<file path="src/rtl/wdt_pkg.sv">
`default_nettype none
package wdt_pkg;

  // function codes of one request
  localparam logic [1:0] FUNC_TICK  = 2'd0;
  localparam logic [1:0] FUNC_WRITE = 2'd1;
  localparam logic [1:0] FUNC_READ  = 2'd2;

  // register map
  localparam logic [1:0] ADDR_MODE   = 2'd0;
  localparam logic [1:0] ADDR_RELOAD = 2'd1;
  localparam logic [1:0] ADDR_FEED   = 2'd2;
  localparam logic [1:0] ADDR_COUNT  = 2'd3;

  // mode register bit positions
  localparam int MODE_EN  = 0;
  localparam int MODE_RST = 1;
  localparam int MODE_TOF = 2;
  localparam int MODE_INT = 3;

  localparam logic [7:0] FEED_FIRST  = 8'hAA;
  localparam logic [7:0] FEED_SECOND = 8'h55;

  localparam int DATA_W = 32;

  typedef struct packed {
    logic [DATA_W-1:0] rdata;
    logic              reset_pulse;
    logic              irq_level;
    logic              feed_error;
  } wdt_result_t;

endpackage
`default_nettype wire

</file>
<file path="src/rtl/wdt_if.sv">
`default_nettype none
interface wdt_in_if;
  logic                        valid;
  logic                        ready;
  logic [1:0]                  func;
  logic [1:0]                  reg_addr;
  logic [wdt_pkg::DATA_W-1:0]  wdata;

  modport source (output valid, output func, output reg_addr, output wdata, input ready);
  modport sink   (input valid, input func, input reg_addr, input wdata, output ready);
endinterface

interface wdt_out_if;
  logic                        valid;
  logic                        ready;
  logic [wdt_pkg::DATA_W-1:0]  rdata;
  logic                        reset_pulse;
  logic                        irq_level;
  logic                        feed_error;

  modport source (output valid, output rdata, output reset_pulse, output irq_level,
                  output feed_error, input ready);
  modport sink   (input valid, input rdata, input reset_pulse, input irq_level,
                  input feed_error, output ready);
endinterface
`default_nettype wire

</file>
<file path="src/rtl/watchdog_timer_feed_sequence.sv">
// channel  | dir | handshake   | payload
// in_chan  | in  | valid/ready | func[1:0], reg_addr[1:0], wdata[31:0]
// out_chan | out | valid/ready | rdata[31:0], reset_pulse, irq_level, feed_error
//
// one request per cycle sustained while out_chan is not stalled; the result is registered after the
// request is accepted (input register, then the watchdog state update into the result register).
// state updates when a request moves from the input register into the result register.
// rst_n is synchronous: clears both stages, mode to 0, timeout constant and count to 255.
// a stalled result holds; the input register still takes one request behind it.
`default_nettype none
module watchdog_timer_feed_sequence #(
  parameter int COUNT_WIDTH  = 32,
  parameter int PRESCALE_DIV = 4,
  parameter int MIN_RELOAD   = 255
) (
  input  wire logic       clk,
  input  wire logic       rst_n,
  wdt_in_if.sink          in_chan,
  wdt_out_if.source       out_chan
);

  logic                        in_valid_r;
  logic [1:0]                  func_r;
  logic [1:0]                  addr_r;
  logic [wdt_pkg::DATA_W-1:0]  wdata_r;
  logic                        out_valid_r;
  wdt_pkg::wdt_result_t        out_res_r;
  wdt_pkg::wdt_result_t        res;
  logic                        advance;

  assign advance       = in_valid_r && (!out_valid_r || out_chan.ready);
  assign in_chan.ready = !in_valid_r || advance;

  always_ff @(posedge clk) begin
    if (!rst_n) begin
      in_valid_r <= 1'b0;
    end else if (in_chan.ready) begin
      in_valid_r <= in_chan.valid;
    end
  end

  always_ff @(posedge clk) begin
    if (in_chan.ready && in_chan.valid) begin
      func_r  <= in_chan.func;
      addr_r  <= in_chan.reg_addr;
      wdata_r <= in_chan.wdata;
    end
  end

  wdt_core #(
    .COUNT_WIDTH  (COUNT_WIDTH),
    .PRESCALE_DIV (PRESCALE_DIV),
    .MIN_RELOAD   (MIN_RELOAD)
  ) u_core (
    .clk      (clk),
    .rst_n    (rst_n),
    .go       (advance),
    .func     (func_r),
    .reg_addr (addr_r),
    .wdata    (wdata_r),
    .res      (res)
  );

  always_ff @(posedge clk) begin
    if (!rst_n) begin
      out_valid_r <= 1'b0;
    end else if (advance) begin
      out_valid_r <= 1'b1;
    end else if (out_chan.ready) begin
      out_valid_r <= 1'b0;
    end
  end

  always_ff @(posedge clk) begin
    if (advance) begin
      out_res_r <= res;
    end
  end

  assign out_chan.valid       = out_valid_r;
  assign out_chan.rdata       = out_res_r.rdata;
  assign out_chan.reset_pulse = out_res_r.reset_pulse;
  assign out_chan.irq_level   = out_res_r.irq_level;
  assign out_chan.feed_error  = out_res_r.feed_error;

endmodule
`default_nettype wire

</file>
<file path="src/rtl/wdt_core.sv">
`default_nettype none
module wdt_core #(
  parameter int COUNT_WIDTH  = 32,
  parameter int PRESCALE_DIV = 4,
  parameter int MIN_RELOAD   = 255
) (
  input  wire logic                        clk,
  input  wire logic                        rst_n,
  input  wire logic                        go,
  input  wire logic [1:0]                  func,
  input  wire logic [1:0]                  reg_addr,
  input  wire logic [wdt_pkg::DATA_W-1:0]  wdata,
  output wdt_pkg::wdt_result_t             res
);

  localparam int PS_W = (PRESCALE_DIV > 1) ? $clog2(PRESCALE_DIV) : 1;
  localparam logic [PS_W-1:0]        PS_LAST   = PS_W'(PRESCALE_DIV - 1);
  localparam logic [COUNT_WIDTH-1:0] RELOAD_MIN = COUNT_WIDTH'(MIN_RELOAD);
  localparam logic [COUNT_WIDTH-1:0] RESET_VAL  = COUNT_WIDTH'(255);

  logic [3:0]             mode_r,   mode_nxt;
  logic [COUNT_WIDTH-1:0] reload_r, reload_nxt;
  logic [COUNT_WIDTH-1:0] count_r,  count_nxt;
  logic [PS_W-1:0]        ps_r,     ps_nxt;
  logic                   armed_r,  armed_nxt;
  logic                   run_r,    run_nxt;

  always_comb begin
    logic [COUNT_WIDTH-1:0] v;
    v          = wdata[COUNT_WIDTH-1:0];
    mode_nxt   = mode_r;
    reload_nxt = reload_r;
    count_nxt  = count_r;
    ps_nxt     = ps_r;
    armed_nxt  = armed_r;
    run_nxt    = run_r;
    res        = '0;
    if (go) begin
      case (func)
        wdt_pkg::FUNC_TICK: begin
          if (run_r && mode_r[wdt_pkg::MODE_EN]) begin
            if (ps_r == PS_LAST) begin
              ps_nxt = '0;
              if (count_r > COUNT_WIDTH'(1)) begin
                count_nxt = count_r - COUNT_WIDTH'(1);
              end else begin
                count_nxt = reload_r;
                if (mode_r[wdt_pkg::MODE_RST]) begin
                  res.reset_pulse = 1'b1;
                  mode_nxt = '0;
                  mode_nxt[wdt_pkg::MODE_TOF] = 1'b1;
                  run_nxt   = 1'b0;
                  armed_nxt = 1'b0;
                end else begin
                  mode_nxt[wdt_pkg::MODE_TOF] = 1'b1;
                  mode_nxt[wdt_pkg::MODE_INT] = 1'b1;
                end
              end
            end else begin
              ps_nxt = ps_r + PS_W'(1);
            end
          end
        end
        wdt_pkg::FUNC_WRITE: begin
          case (reg_addr)
            wdt_pkg::ADDR_MODE: begin
              // enable and reset-enable are set-only, timeout flag clears on 0
              mode_nxt[wdt_pkg::MODE_EN]  = mode_r[wdt_pkg::MODE_EN]  | wdata[wdt_pkg::MODE_EN];
              mode_nxt[wdt_pkg::MODE_RST] = mode_r[wdt_pkg::MODE_RST] | wdata[wdt_pkg::MODE_RST];
              if (!wdata[wdt_pkg::MODE_TOF]) mode_nxt[wdt_pkg::MODE_TOF] = 1'b0;
            end
            wdt_pkg::ADDR_RELOAD: begin
              reload_nxt = (v < RELOAD_MIN) ? RELOAD_MIN : v;
            end
            wdt_pkg::ADDR_FEED: begin
              if (armed_r) begin
                armed_nxt = 1'b0;
                if (wdata[7:0] == wdt_pkg::FEED_SECOND) begin
                  if (mode_r[wdt_pkg::MODE_EN]) begin
                    count_nxt = reload_r;
                    ps_nxt    = '0;
                    run_nxt   = 1'b1;
                  end
                end else begin
                  res.feed_error = 1'b1;
                end
              end else if (wdata[7:0] == wdt_pkg::FEED_FIRST) begin
                armed_nxt = 1'b1;
              end
            end
            default: ;
          endcase
        end
        wdt_pkg::FUNC_READ: begin
          case (reg_addr)
            wdt_pkg::ADDR_MODE:   res.rdata = wdt_pkg::DATA_W'(mode_r);
            wdt_pkg::ADDR_RELOAD: res.rdata = wdt_pkg::DATA_W'(reload_r);
            wdt_pkg::ADDR_COUNT:  res.rdata = wdt_pkg::DATA_W'(count_r);
            default:              res.rdata = '0;
          endcase
        end
        default: ;
      endcase
    end
    res.irq_level = mode_nxt[wdt_pkg::MODE_INT];
  end

  always_ff @(posedge clk) begin
    if (!rst_n) begin
      mode_r   <= '0;
      reload_r <= RESET_VAL;
      count_r  <= RESET_VAL;
      ps_r     <= '0;
      armed_r  <= 1'b0;
      run_r    <= 1'b0;
    end else begin
      mode_r   <= mode_nxt;
      reload_r <= reload_nxt;
      count_r  <= count_nxt;
      ps_r     <= ps_nxt;
      armed_r  <= armed_nxt;
      run_r    <= run_nxt;
    end
  end

endmodule
`default_nettype wire

</file>
<file path="src/flat_wrapper.sv">
// flat-port wrapper written by rule: the top's interface ports become plain ports
module watchdog_timer_feed_sequence_flat 
#(
  parameter int COUNT_WIDTH  = 32,
  parameter int PRESCALE_DIV = 4,
  parameter int MIN_RELOAD   = 255
)
  (clk, rst_n, in_chan_valid, in_chan_func, in_chan_reg_addr, in_chan_wdata, in_chan_ready, out_chan_valid, out_chan_rdata, out_chan_reset_pulse, out_chan_irq_level, out_chan_feed_error, out_chan_ready);
  wdt_in_if in_chan_i ();
  wdt_out_if out_chan_i ();
  input  wire logic clk;
  input  wire logic rst_n;
  input wire logic [$bits(in_chan_i.valid)-1:0] in_chan_valid;
  input wire logic [$bits(in_chan_i.func)-1:0] in_chan_func;
  input wire logic [$bits(in_chan_i.reg_addr)-1:0] in_chan_reg_addr;
  input wire logic [$bits(in_chan_i.wdata)-1:0] in_chan_wdata;
  output wire logic [$bits(in_chan_i.ready)-1:0] in_chan_ready;
  output wire logic [$bits(out_chan_i.valid)-1:0] out_chan_valid;
  output wire logic [$bits(out_chan_i.rdata)-1:0] out_chan_rdata;
  output wire logic [$bits(out_chan_i.reset_pulse)-1:0] out_chan_reset_pulse;
  output wire logic [$bits(out_chan_i.irq_level)-1:0] out_chan_irq_level;
  output wire logic [$bits(out_chan_i.feed_error)-1:0] out_chan_feed_error;
  input wire logic [$bits(out_chan_i.ready)-1:0] out_chan_ready;
  assign in_chan_i.valid = in_chan_valid;
  assign in_chan_i.func = in_chan_func;
  assign in_chan_i.reg_addr = in_chan_reg_addr;
  assign in_chan_i.wdata = in_chan_wdata;
  assign in_chan_ready = in_chan_i.ready;
  assign out_chan_valid = out_chan_i.valid;
  assign out_chan_rdata = out_chan_i.rdata;
  assign out_chan_reset_pulse = out_chan_i.reset_pulse;
  assign out_chan_irq_level = out_chan_i.irq_level;
  assign out_chan_feed_error = out_chan_i.feed_error;
  assign out_chan_i.ready = out_chan_ready;
  watchdog_timer_feed_sequence #(.COUNT_WIDTH(COUNT_WIDTH), .PRESCALE_DIV(PRESCALE_DIV), .MIN_RELOAD(MIN_RELOAD)) u_core (.clk(clk), .rst_n(rst_n), .in_chan(in_chan_i), .out_chan(out_chan_i));
endmodule
</file>
<file path="config.mk">
export PLATFORM = sky130hd
export DESIGN_NAME = watchdog_timer_feed_sequence_flat
export DESIGN_NICKNAME = d
export VERILOG_FILES = /design/src/rtl/wdt_pkg.sv /design/src/rtl/wdt_if.sv /design/src/rtl/watchdog_timer_feed_sequence.sv /design/src/rtl/wdt_core.sv /design/src/flat_wrapper.sv
export SDC_FILE = /design/constraint.sdc
export NUM_CORES = 1
export LEC_CHECK = 0
export BUFFER_PORTS_ARGS = -buffer_cell sky130_fd_sc_hd__buf_2
export CORE_MARGIN = 2
export CORE_UTILIZATION = 25
export CTS_CLUSTER_SIZE = 24
export DETAILED_ROUTE_END_ITERATION = 12
export PLACE_DENSITY_LB_ADDON = 0.08
export SKIP_CTS_REPAIR_TIMING = 1
export SYNTH_ARGS = -nofsm -noshare
export SYNTH_HDL_FRONTEND = slang
export SYNTH_SLANG_ARGS = --single-unit
</file>
<file path="constraint.sdc">
create_clock -name clk -period 8.5 [get_ports clk]
set_input_delay 0.85 -clock clk [delete_from_list [all_inputs] [get_ports clk]]
set_output_delay 0.85 -clock clk [all_outputs]
set_load 0.05 [all_outputs]
</file>
# Word level (Yosys, flattened, before mapping)
# Index checks and enable logic that the tools add are counted.
[totals]
register_bits = 145
output_inout_bits = 37
[classes]
n_addsub = 2
n_lt_le_gt_ge = 2
n_eq_ne = 18
mux = 44
bitwise_logic = 5
n_reduce_logical = 21
[ops]
columns = ["op", "count"]
rows = [
  ["32-bit two-way mux", 8],
  ["32-bit one-hot mux with 3 select lines", 1],
  ["32-bit one-hot mux with 2 select lines", 1],
  ["32-bit by 1-bit > comparator with 1-bit output (second input constant)", 1],
  ["32-bit by 8-bit less-than comparator with 1-bit output (second input constant)", 1],
  ["32-bit by 1-bit subtractor with 32-bit output (second input constant)", 1],
  ["7-bit AND reduction", 4],
  ["1-bit two-way mux", 18],
  ["2-bit != test (second input constant)", 9],
  ["4-bit two-way mux", 4],
  ["2-bit two-way mux", 7],
  ["10-bit AND reduction", 1],
  ["2-bit equality test (second input constant)", 4],
  ["8-bit by 7-bit equality test with 1-bit output (second input constant)", 1],
  ["8-bit equality test (second input constant)", 1],
  ["8-bit AND reduction", 1],
  ["3-bit one-hot mux with 2 select lines", 1],
  ["3-bit AND reduction", 2],
  ["6-bit AND reduction", 1],
  ["2-bit by 1-bit equality test with 1-bit output (second input constant)", 2],
  ["2-bit logical NOT", 2],
  ["1-bit one-hot mux with 2 select lines", 2],
  ["2-bit one-hot mux with 2 select lines", 1],
  ["2-bit nonzero test", 2],
  ["other kinds (9)", 16],
]

# Logic depth before layout (Yosys ltp)
# Gate-level depths: netlist (run 1).
[logic_depth]
depth_word = 6
depth_mapped = 9
mapped_depth_nobuf = 8

# By module
# Synthesis (run 1) repeated with hierarchy kept, for this count alone.
[hier_totals]
cells_unflattened = 660
area_unflattened_um2 = 6638.9
[by_module_without_submodules]
columns = ["mod", "n_inst", "cells_per_inst", "area_per_inst_um2", "seq_area_each_um2"]
rows = [
  ["wdt_core", 1, 580, 4403.0, 1441.4],
  ["watchdog_timer_feed_sequence", 1, 80, 2235.9, 2172.1],
]

# Least setup slack after synthesis (run 1)
# No wires, ideal clock.
[synth_timing]
path_type = "input to register"
start = "input out_chan_ready"
end = "register u_core.u_core.reload_r[30]"
arrival_time_ns = 3.530
setup_slack_ns = 4.900
cell_stages = 7
path_buffers = 2
path_cell_list = "nor2b_1 -> nor2_1 -> and3_1 -> clkbuf_1 -> clkbuf_1 -> nand2_1 -> a21oi_1"
[synth_between]
elab_chain_cells = 3
[synth_lines]
columns = ["item", "line", "text"]
rows = [
  ["start, declared", "flat_wrapper.sv:23", "input wire logic [$bits(out_chan_i.ready)-1:0] out_chan_ready;"],
  ["1-bit logical OR", "watchdog_timer_feed_sequence.sv:31", "assign advance = in_valid_r && (!out_valid_r || out_chan.ready);"],
  ["1-bit logical AND", "watchdog_timer_feed_sequence.sv:31", ""],
  ["via u_core.advance", "watchdog_timer_feed_sequence.sv:29", "logic advance;"],
  ["3-bit AND reduction (no source line)", "-", ""],
  ["end signal, assigned", "wdt_core.sv:118", "reload_r <= reload_nxt;"],
  ["end, declared", "wdt_core.sv:22", "logic [COUNT_WIDTH-1:0] reload_r, reload_nxt;"],
]
# The timed path passes the listed nets, and every way through them passes these cells.
# A chain may end at the register's enable or synchronous reset.

# Worst setup path in the final report (run 1)
[layout_timing]
start = "register u_core.addr_r[1]"
end = "register u_core.u_core.count_r[28]"
[layout_between]
elab_chain_cells = 3
[layout_lines]
columns = ["item", "line", "text"]
rows = [
  ["start, declared", "watchdog_timer_feed_sequence.sv:24", "logic [1:0] addr_r;"],
  ["start signal, assigned", "watchdog_timer_feed_sequence.sv:45", "addr_r <= in_chan.reg_addr;"],
  ["2-bit equality test", "wdt_core.sv:65", "case (reg_addr)"],
  ["2-bit by 1-bit != test with 1-bit output (no source line)", "-", ""],
  ["8-bit AND reduction (no source line)", "-", ""],
  ["end signal, assigned", "wdt_core.sv:119", "count_r <= count_nxt;"],
  ["end, declared", "wdt_core.sv:23", "logic [COUNT_WIDTH-1:0] count_r, count_nxt;"],
]
# Every way passes these cells.

==> metrics.log, run 1 <==
[metrics] classification of the worst setup path: reg2reg
[metrics] number of filler cells placed in the layout: 2717
[metrics] worst hold-check path type: reg2reg
[metrics] Avg Cell Area, Syn: 10.1 µm²
[metrics] clock tree root driver cell: clkbuf_16
[metrics] Simple-Gate Fraction of Synth Area: 0.197
[metrics] highest attainable clock frequency: 263 MHz
[metrics] post-synthesis mux area share: 0.0601
[metrics] area after detailed placement: 7190 µm²
[metrics] Tightest Pin Transition: 1.17 ns
[metrics] number of buffers created by CTS: 17
[metrics] XOR/XNOR Fraction of Synth Area: 0
[metrics] most numerous cell types in the synthesized netlist: 89 x nand2_1, 74 x dfxtp_1, 71 x edfxtp_1, 61 x nor2_1, 54 x a21oi_1
[metrics] nets in the synthesized netlist: 690
[metrics] area share of fa/ha/maj cells after synthesis: 0.00576
[metrics] wire length of the first global-routing pass: 30100 µm
[metrics] clock tree from TritonCTS: yes
[metrics] die width: 165 µm
[metrics] total global-route track usage: 0.147
[metrics] number of cells on the worst reg-to-reg path: 6
[metrics] Site Rows: 59
[metrics] Via density: 4.96
[metrics] total chip power: 1600 µW
[metrics] Synth area leader: edfxtp_1
[metrics] sequential area share after synthesis: 0.554
[metrics] Clock power frac: 0.461
[metrics] worst hold path cell count: 2
[metrics] maximum root-to-sink buffer count: 2
[metrics] Placeable Area: 25800 µm²
[metrics] Synth Area in Compound Gates: 0.146
[metrics] critical path fanouts, max: 40
[metrics] proportion of netlist area held by the largest area contributor: 0.327
[metrics] average routed wire per standard cell: 18.5 µm
[metrics] required time at the endpoint of the critical path: 8.81 ns
[metrics] critical path endpoint category: flop
[metrics] Detail Placement HPWL: 13400 µm
[metrics] Multi-input gate area: 2680 µm²
[metrics] synthesized area: roughly 6500 µm²
[metrics] final design instance area without fill: 7770 µm²
[metrics] floorplan die area: ~27000 µm²
[metrics] Sw Ratio: 0.257
[metrics] leakage component of the power: between 0.002 and 0.003 µW
[metrics] top flip-flop cell by instance count after synthesis: dfxtp_1
[metrics] clock-pin slew on the worst setup and hold paths: 0.07 ns
[metrics] vias: 5244
[metrics] Ant. Diodes: 0
[metrics] initial antenna violation count: 0
[metrics] post-layout min period: 3.81 ns
[metrics] Internal Power: 1190 µW
[metrics] iteration count of the initial detailed-routing pass: 5
[metrics] global-route congestion overflow total: 0
[metrics] Storage cell area: around 3600 µm²
[metrics] gpl congestion: around 0.79
[metrics] number of ports placed on the die boundary: a little under 80
[metrics] combinational family with the most area after synthesis: simple AND/OR/NAND/NOR gates
[metrics] total number of H-tree levels: 4
[metrics] number of nets with antenna violations after routing: 0
[metrics] category of the worst setup path launch point: flop
[metrics] sum of routed wire length over all layers: 19600 µm
[metrics] dominant cell by count in the synthesized netlist: nand2_1
[metrics] worst slew slack as a fraction of its limit: 0.223
[metrics] async set or reset register ratio after synthesis: 0
[metrics] clock sink total: roughly 150
[metrics] setup violators final: 0
[metrics] dominant cells by area after synthesis: edfxtp_1 33%, dfxtp_1 23%, mux2i_1 5.8%
[metrics] net switching component of the power: 413 µW
[metrics] setup repair after global routing missed its margin: no
[metrics] number of instances in the synthesized netlist: 647
[metrics] portion of the clock cycle consumed by the worst path in the final layout: 0.448
[metrics] number of global-route vias before repair: about 5100
[metrics] status: finished clean
[metrics] endpoints failing hold: 0
[metrics] Post-synth EDFFs: 71
[metrics] total number of yosys warnings: 0
[metrics] Initial Utilization: 0.252
[metrics] Worst-Skew Late Latency: 0.42 ns
[metrics] Yosys reg bits: 145
[metrics] Max-cap violations: 0
[metrics] share of cells above drive strength 1: 0.176
[metrics] detailed-route DRC error count: 0
[metrics] number of port buffers: 76
[metrics] combinational power share: 0.061
[metrics] final-report max-slew violation count: 0
[metrics] starting DRC count in detailed routing: 409
[metrics] Area growth, synth to finish: 19.1%
[metrics] maximum number of pins on one net before global-route repair: 50
[metrics] maximum clock skew at final layout: 0.0141 ns
[metrics] distinct cell type count after synthesis: 62
[metrics] Power Dens Cells: 206 nW/µm²
[metrics] Setup Total Neg Slack: 0 ns
[metrics] data arrival time of the worst path: a little over 4 ns
[metrics] part of the power in registers: 0.477
[metrics] height of the chip: between 150 and 200 µm
[metrics] worst ir drop on vdd: 0.110 mV
[metrics] total number of nets in the final design: 753
layout make-up:
class,count,area share
multi-input cells,452,0.345
clock inverters,15,0.0192
repair buffers,85,0.0577
inverters,9,0.00435
clock buffers,17,0.0548
flip-flops and latches,145,0.465
well taps,335,0.0540
flip-flops by register name, summed over array words and instances (netlist names), 2 cells and up:
signal,cells
u_core.addr_r,2
u_core.func_r,2
u_core.out_chan.rdata,32
u_core.u_core.count_r,32
u_core.u_core.mode_r,4
u_core.u_core.ps_r,2
u_core.u_core.reload_r,32
u_core.wdata_r,32
through the flow:
stage | std cells | setup WS (ns) | hold WS, ns | util
3_5_place_dp | 1026 | 4.66 | 0.473 | 0.278
5_1_grt | 1058 | 4.25 | 0.511 | 0.301
3_3_place_gp | 1026 | 4.72 | 0.462 | 0.278
2_1_floorplan | 647 | 4.90 | 0.437 | -
6_report | 1058 | 4.69 | 0.480 | 0.301
4_1_cts | 1058 | 4.68 | 0.481 | 0.301
path summary, 6_finish.rpt:
check | from | end | slack, ns
worst min register to register | u_core.u_core.ps_r[0]$_SDFFE_PN0P_ | u_core.u_core.ps_r[0]$_SDFFE_PN0P_ | 0.48
worst max-delay path | u_core.addr_r[1]$_DFFE_PP_ | u_core.u_core.count_r[28]$_SDFFE_PN0P_ | 4.69
worst min-delay path | u_core.u_core.ps_r[0]$_SDFFE_PN0P_ | u_core.u_core.ps_r[0]$_SDFFE_PN0P_ | 0.48
worst max register to register | u_core.addr_r[1]$_DFFE_PP_ | u_core.u_core.count_r[28]$_SDFFE_PN0P_ | 4.69
cell usage in the layout, fill, tap and decap left out, types with 8 or more instances in the layout:
master / n
a21oi_1: 54
a31oi_1: 8
buf_2: 76
buf_4: 9
clkbuf_16: 17
dfxtp_1: 74
edfxtp_1: 71
inv_1: 8
mux2i_1: 38
nand2_1: 89
nand3_1: 20
nand4_1: 9
nor2_1: 60
nor3_1: 19
nor4_1: 20
o21ai_0: 14
o22ai_1: 22
critical path, cell delays in order, from the launching register on:
cell      delay, ns
edfxtp_1       0.32
buf_4          0.53
nand4b_1       0.19
o31ai_1        0.54
o2111a_1       0.93
nand2_1        0.69
o311ai_0       0.49
per-layer routing:
metal / vias up / part of all wire / routed length [µm] / global-route usage
met5: - / 0 / 0 / 0
met4: 0 / 0.017 / 325 / 0.0482
met3: 25 / 0.049 / 969 / 0.0330
met2: 150 / 0.43 / 8450 / 0.218
met1: 2491 / 0.50 / 9850 / 0.211
li1: 2578 / - / - / -
cell families after synthesis:
| logic type | count (synthesis) |
|---|---|
| adder cells (fa/ha/maj) | 3 |
| flip-flops | 145 |
| AND/OR/NAND/NOR | 262 |
| AO/OA/AOI/OAI | 148 |
| multiplexers | 39 |
| buffers and inverters | 50 |
power by group through the flow:
stage | sequential, µW | clock, µW | combinational [µW]
floorplan | 801 | 0 | 43.7
global placement | 781 | 0 | 98.9
detailed placement | 781 | 0 | 100
CTS | 766 | 764 | 100
global route | 768 | 790 | 106
finish | 766 | 740 | 98.3
Power figures use the tool's default switching activity.
==> inputs of run 2 (changes only) <==
==> constraint.sdc (replaced) <==
create_clock -name clk -period 3.1 [get_ports clk]
set_input_delay 0.31 -clock clk [delete_from_list [all_inputs] [get_ports clk]]
set_output_delay 0.31 -clock clk [all_outputs]
set_load 0.05 [all_outputs]
==> metrics.log, run 2 (same netlist as run 1, synthesis figures left out) <==
[metrics] share of cells above drive strength 1: 0.203
[metrics] total chip power: 4380 µW
[metrics] clock tree root driver cell: clkbuf_16
[metrics] total number of H-tree levels: 4
[metrics] combinational power share: 0.065
[metrics] Worst-Skew Late Latency: 0.43 ns
[metrics] worst hold-check path type: in2reg
[metrics] Clock power frac: 0.456
[metrics] highest attainable clock frequency: 343 MHz
[metrics] Internal Power: 3210 µW
[metrics] height of the chip: 165 µm
[metrics] setup violators final: 0
[metrics] data arrival time of the worst path: 3.26 ns
[metrics] average routed wire per standard cell: 18.7 µm
[metrics] Area growth, synth to finish: 21.8%
[metrics] portion of the clock cycle consumed by the worst path in the final layout: 0.941
[metrics] maximum clock skew at final layout: 0.0123 ns
[metrics] critical path endpoint category: flop
[metrics] category of the worst setup path launch point: flop
[metrics] commonest cells after routing, fill and taps aside: 89 x nand2_1, 76 x buf_2, 74 x dfxtp_1
[metrics] Max-cap violations: 0
[metrics] clock-pin slew on the worst setup and hold paths: 0.07 ns
[metrics] post-layout min period: roughly 2.9 ns
[metrics] Core Util, Final: 0.307
[metrics] Ant. Diodes: 0
[metrics] required time at the endpoint of the critical path: 3.44 ns
[metrics] gpl congestion: 0.844
[metrics] clock sink total: 145
[metrics] iteration count of the initial detailed-routing pass: 5
[metrics] worst hold path cell count: 1
[metrics] maximum number of pins on one net before global-route repair: 48
[metrics] number of ports placed on the die boundary: 77
[metrics] worst hold slack: 0.0528 ns
[metrics] endpoints failing hold: 0
[metrics] number of buffers created by CTS: 17
[metrics] critical path fanouts, max: 9
[metrics] total global-route track usage: 0.154
[metrics] global-route congestion overflow total: 0
[metrics] floorplan die area: 27400 µm²
[metrics] Placeable Area: 25800 µm²
[metrics] Tightest Pin Transition: 0.731 ns
[metrics] die width: 165 µm
[metrics] setup slack after placement: 0.0680 ns
[metrics] status: finished clean
[metrics] number of port buffers: 76
[metrics] final-report max-slew violation count: 0
[metrics] Power Dens Cells: 552 nW/µm²
[metrics] Sw Ratio: 0.268
[metrics] number of cells on the worst reg-to-reg path: 7
[metrics] part of the power in registers: 0.479
[metrics] vias: 5435
[metrics] classification of the worst setup path: reg2reg
[metrics] Site Rows: 59
[metrics] number of nets with antenna violations after routing: 0
[metrics] worst ir drop on vdd: 0.274 mV
[metrics] leakage component of the power: 0.00288 µW
[metrics] Detail Placement HPWL: 14100 µm
[metrics] sum of routed wire length over all layers: between 20000 and 25000 µm
[metrics] Worst Slack Setup Final: ~0.18 ns
[metrics] clock tree from TritonCTS: yes
[metrics] Via density: 5.02
[metrics] most common cell after layout, fill and taps aside: nand2_1
[metrics] initial antenna violation count: 0
[metrics] detailed-route DRC error count: 0
[metrics] number of global-route vias before repair: 5454
[metrics] total number of nets in the final design: 777
[metrics] net switching component of the power: 1170 µW
[metrics] Initial Utilization: 0.252
[metrics] worst slew slack as a fraction of its limit: 0.512
[metrics] starting DRC count in detailed routing: 467
[metrics] Setup Total Neg Slack: 0 ns
[metrics] wire length of the first global-routing pass: 31600 µm
[metrics] maximum root-to-sink buffer count: 2
[metrics] setup repair after global routing missed its margin: no
-- run 2: final cells by class --
type | count | area (µm²)
Inverter | 9 | 33.8
Clock buffer | 17 | 425
Multi-Input combinational cell | 452 | 2680
Fill cell | 2723 | 17900
Sequential cell | 145 | 3610
Tap cell | 335 | 419
Clock inverter | 15 | 140
Timing Repair Buffer | 109 | 628
-- run 2: path summary, 6_finish.rpt --
| check | to | slack (ns) | startpoint |
|---|---|---|---|
| max | u_core.u_core.count_r[3]$_SDFFE_PN1P_ | 0.18 | u_core.u_core.count_r[16]$_SDFFE_PN0P_ |
| min | u_core.wdata_r[20]$_DFFE_PP_ | 0.05 | in_chan_wdata[20] |
| max reg2reg | u_core.u_core.count_r[3]$_SDFFE_PN1P_ | 0.18 | u_core.u_core.count_r[16]$_SDFFE_PN0P_ |
| min reg2reg | u_core.u_core.run_r$_SDFFE_PN0P_ | 0.47 | u_core.u_core.run_r$_SDFFE_PN0P_ |
-- run 2: metal layers --
layer  global-route usage  share of wire  vias to the layer above
met3               0.0425          0.063                       18
met4               0.0466          0.014                        0
li1                     -              -                     2609
met1                0.211           0.47                     2625
met2                0.237           0.45                      183
met5                    0              0                        -
-- run 2: worst max-delay path, cell delays in order (launching register included) --
cell	delay (ns)
dfxtp_1	0.36
or4_4	0.60
or4_1	0.61
nor4_4	0.42
nand2b_2	0.32
buf_4	0.21
o21ai_1	0.09
a32oi_1	0.23
-- run 2: power by group through the flow --
stage	combinational [µW]	sequential (µW)	clock, µW
finish	286	2100	2000
global route	309	2100	2130
CTS	290	2100	2060
detailed placement	291	2140	0
global placement	288	2140	0
floorplan	120	2200	0
-- run 2: stage by stage --
step           cells  cell area [µm²]
2_1_floorplan    647             6520
3_3_place_gp    1050             7370
3_5_place_dp    1050             7370
4_1_cts         1082             7940
5_1_grt         1082             7940
6_report        1082             7940
==> inputs of run 3 (changes only) <==
--- a/config.mk
+++ b/config.mk
@@ -6,7 +6,7 @@
 export NUM_CORES = 1
 export LEC_CHECK = 0
 export BUFFER_PORTS_ARGS = -buffer_cell sky130_fd_sc_hd__buf_2
-export CORE_MARGIN = 2
+export CORE_MARGIN = 8
 export CORE_UTILIZATION = 25
 export CTS_CLUSTER_SIZE = 24
 export DETAILED_ROUTE_END_ITERATION = 12
==> metrics.log, run 3 (same netlist as run 1, synthesis figures left out) <==
[metrics] critical path endpoint category: flop
[metrics] Setup Total Neg Slack: 0 ns
[metrics] biggest cell delay along the critical path: 0.60 ns
[metrics] setup violators final: 0
[metrics] wire length of the first global-routing pass: 32800 µm
[metrics] Max-cap violations: 0
[metrics] maximum root-to-sink buffer count: 2
[metrics] Via density: 5.05
[metrics] portion of the clock cycle consumed by the worst path in the final layout: 0.946
[metrics] Area growth, synth to finish: 23.1%
[metrics] detailed-route DRC error count: 0
[metrics] number of global-route vias before repair: 5662
[metrics] Site Rows: 59
[metrics] height of the chip: 177 µm
[metrics] total number of nets in the final design: 780
[metrics] CP delay by family, top: simple AND/OR/NAND/NOR gates
[metrics] sum of routed wire length over all layers: 21100 µm
[metrics] critical path fanouts, max: 7
[metrics] starting DRC count in detailed routing: 441
[metrics] worst slew slack as a fraction of its limit: 0.476
[metrics] total global-route track usage: 0.136
[metrics] number of buffers and inverters on the critical path: 1
[metrics] total chip power: around 4600 µW
[metrics] Worst Slack Setup Final: 0.167 ns
[metrics] worst ir drop on vdd: 0.274 mV
[metrics] average routed wire per standard cell: 19.5 µm
[metrics] post-layout min period: 2.93 ns
[metrics] setup repair after global routing missed its margin: no
[metrics] global-route congestion overflow total: 0
[metrics] commonest cells after routing, fill and taps aside: 89 x nand2_1, 76 x buf_2, 74 x dfxtp_1
[metrics] initial antenna violation count: 0
[metrics] number of filler cells placed in the layout: between 2000 and 3000
[metrics] Worst-Skew Late Latency: 0.43 ns
[metrics] classification of the worst setup path: reg2reg
[metrics] Placeable Area: 25800 µm²
[metrics] clock sink total: about 150
[metrics] cell-by-cell trace of the critical path: or4_4, or4_1, buf_4, nor4_4, nand4b_1, a2111oi_0, o21bai_1
[metrics] final-report max-slew violation count: 0
[metrics] maximum clock skew at final layout: 0.0147 ns
[metrics] number of port buffers: 76
[metrics] endpoints failing hold: 0
[metrics] Power Dens Cells: roughly 580 nW/µm²
[metrics] clock-pin slew on the worst setup and hold paths: 0.07 ns
[metrics] gpl congestion: 0.810
[metrics] source of the worst register-to-register timing path: u_core.u_core.count_r[16]$_SDFFE_PN0P_
[metrics] highest attainable clock frequency: 341 MHz
[metrics] beginning of the critical path: u_core.u_core.count_r[16]$_SDFFE_PN0P_
[metrics] clock tree from TritonCTS: yes
[metrics] number of buffers created by CTS: 17
[metrics] Initial Utilization: 0.252
[metrics] number of ports placed on the die boundary: 77
[metrics] share of cells above drive strength 1: 0.205
[metrics] Hold Startpoint: in_chan_wdata[7]
[metrics] total number of H-tree levels: 4
[metrics] data arrival time of the worst path: 3.30 ns
[metrics] Storage cell area: 3610 µm²
[metrics] Tightest Pin Transition: 0.785 ns
[metrics] cell total after placement: 1053
[metrics] Ant. Diodes: 0
[metrics] setup slack after placement: 0.203 ns
[metrics] Multi-input gate area: 2680 µm²
[metrics] worst hold-check path type: in2reg
[metrics] clock tree root driver cell: clkbuf_16
[metrics] most common cell after layout, fill and taps aside: nand2_1
[metrics] required time at the endpoint of the critical path: 3.46 ns
[metrics] non-filler instance count after layout: 1085
[metrics] number of nets with antenna violations after routing: 0
[metrics] Critical-path top delay cell: or4_4
[metrics] floorplan die area: 31500 µm²
[metrics] status: finished clean
[metrics] Detail Placement HPWL: ~15000 µm
[metrics] leakage component of the power: 0.00293 µW
[metrics] iteration count of the initial detailed-routing pass: 5
[metrics] die width: 177 µm
[metrics] category of the worst setup path launch point: flop
[metrics] maximum number of pins on one net before global-route repair: 48
[metrics] vias: ~5500
## run 3: cell count changes in the layout (fill, tap and decap cells not counted)
cell,before,now
buf_4,33,36
bufinv_16,0,2
clkinvlp_4,2,0
inv_8,3,5
clkbuf_16,17,18
clkinv_2,1,0
clkinv_4,2,1
clkinv_8,1,0
nand2b_1,4,5
nand2b_2,1,0
## run 3: layout make-up
type,count,area share
Clock inverter,14,0.0221
Multi-Input combinational cell,452,0.334
Inverter,9,0.00421
Clock buffer,18,0.0561
Tap cell,335,0.0522
Sequential cell,145,0.450
Timing Repair Buffer,112,0.0811
## run 3: power breakdown
group | internal (µW) | switching [µW] | total, µW
clock | 1280 | 948 | 2230
sequential | 2060 | 32.4 | 2100
combinational | 79.2 | 211 | 290
total | 3420 | 1190 | 4610
## run 3: routing by layer
layer / up-vias / global-route usage / wire (µm)
met5: - / 0 / 0
met4: 0 / 0.0580 / 483
met3: 36 / 0.0321 / 1090
met2: 187 / 0.205 / 9350
met1: 2642 / 0.184 / 10200
li1: 2610 / - / -
## run 3: worst reg2reg max path, cell delays in order (launching register included)
cell and delay, ns:
dfxtp_1 0.37, or4_4 0.60, or4_1 0.51, buf_4 0.21, nor4_4 0.43, nand4b_1 0.19
a2111oi_0 0.42, o21bai_1 0.16
## run 3: final timing paths
path	end	slack (ns)	cells past startpoint
worst min register to register	u_core.u_core.ps_r[0]$_SDFFE_PN0P_	0.48	2
worst min-delay path	u_core.wdata_r[7]$_DFFE_PP_	0.05	1
worst max register to register	u_core.u_core.armed_r$_SDFFE_PN0P_	0.17	7
worst max-delay path	u_core.u_core.armed_r$_SDFFE_PN0P_	0.17	7
## run 3: per-stage QoR
| stage | hold WS, ns | util | area (µm²) |
|---|---|---|---|
| floorplan | 0.409 | - | 6520 |
| global placement | 0.463 | 0.286 | 7400 |
| detailed placement | 0.466 | 0.286 | 7400 |
| CTS | 0.0270 | 0.311 | 8020 |
| global route | 0.0219 | 0.311 | 8020 |
| finish | 0.0489 | 0.311 | 8020 |
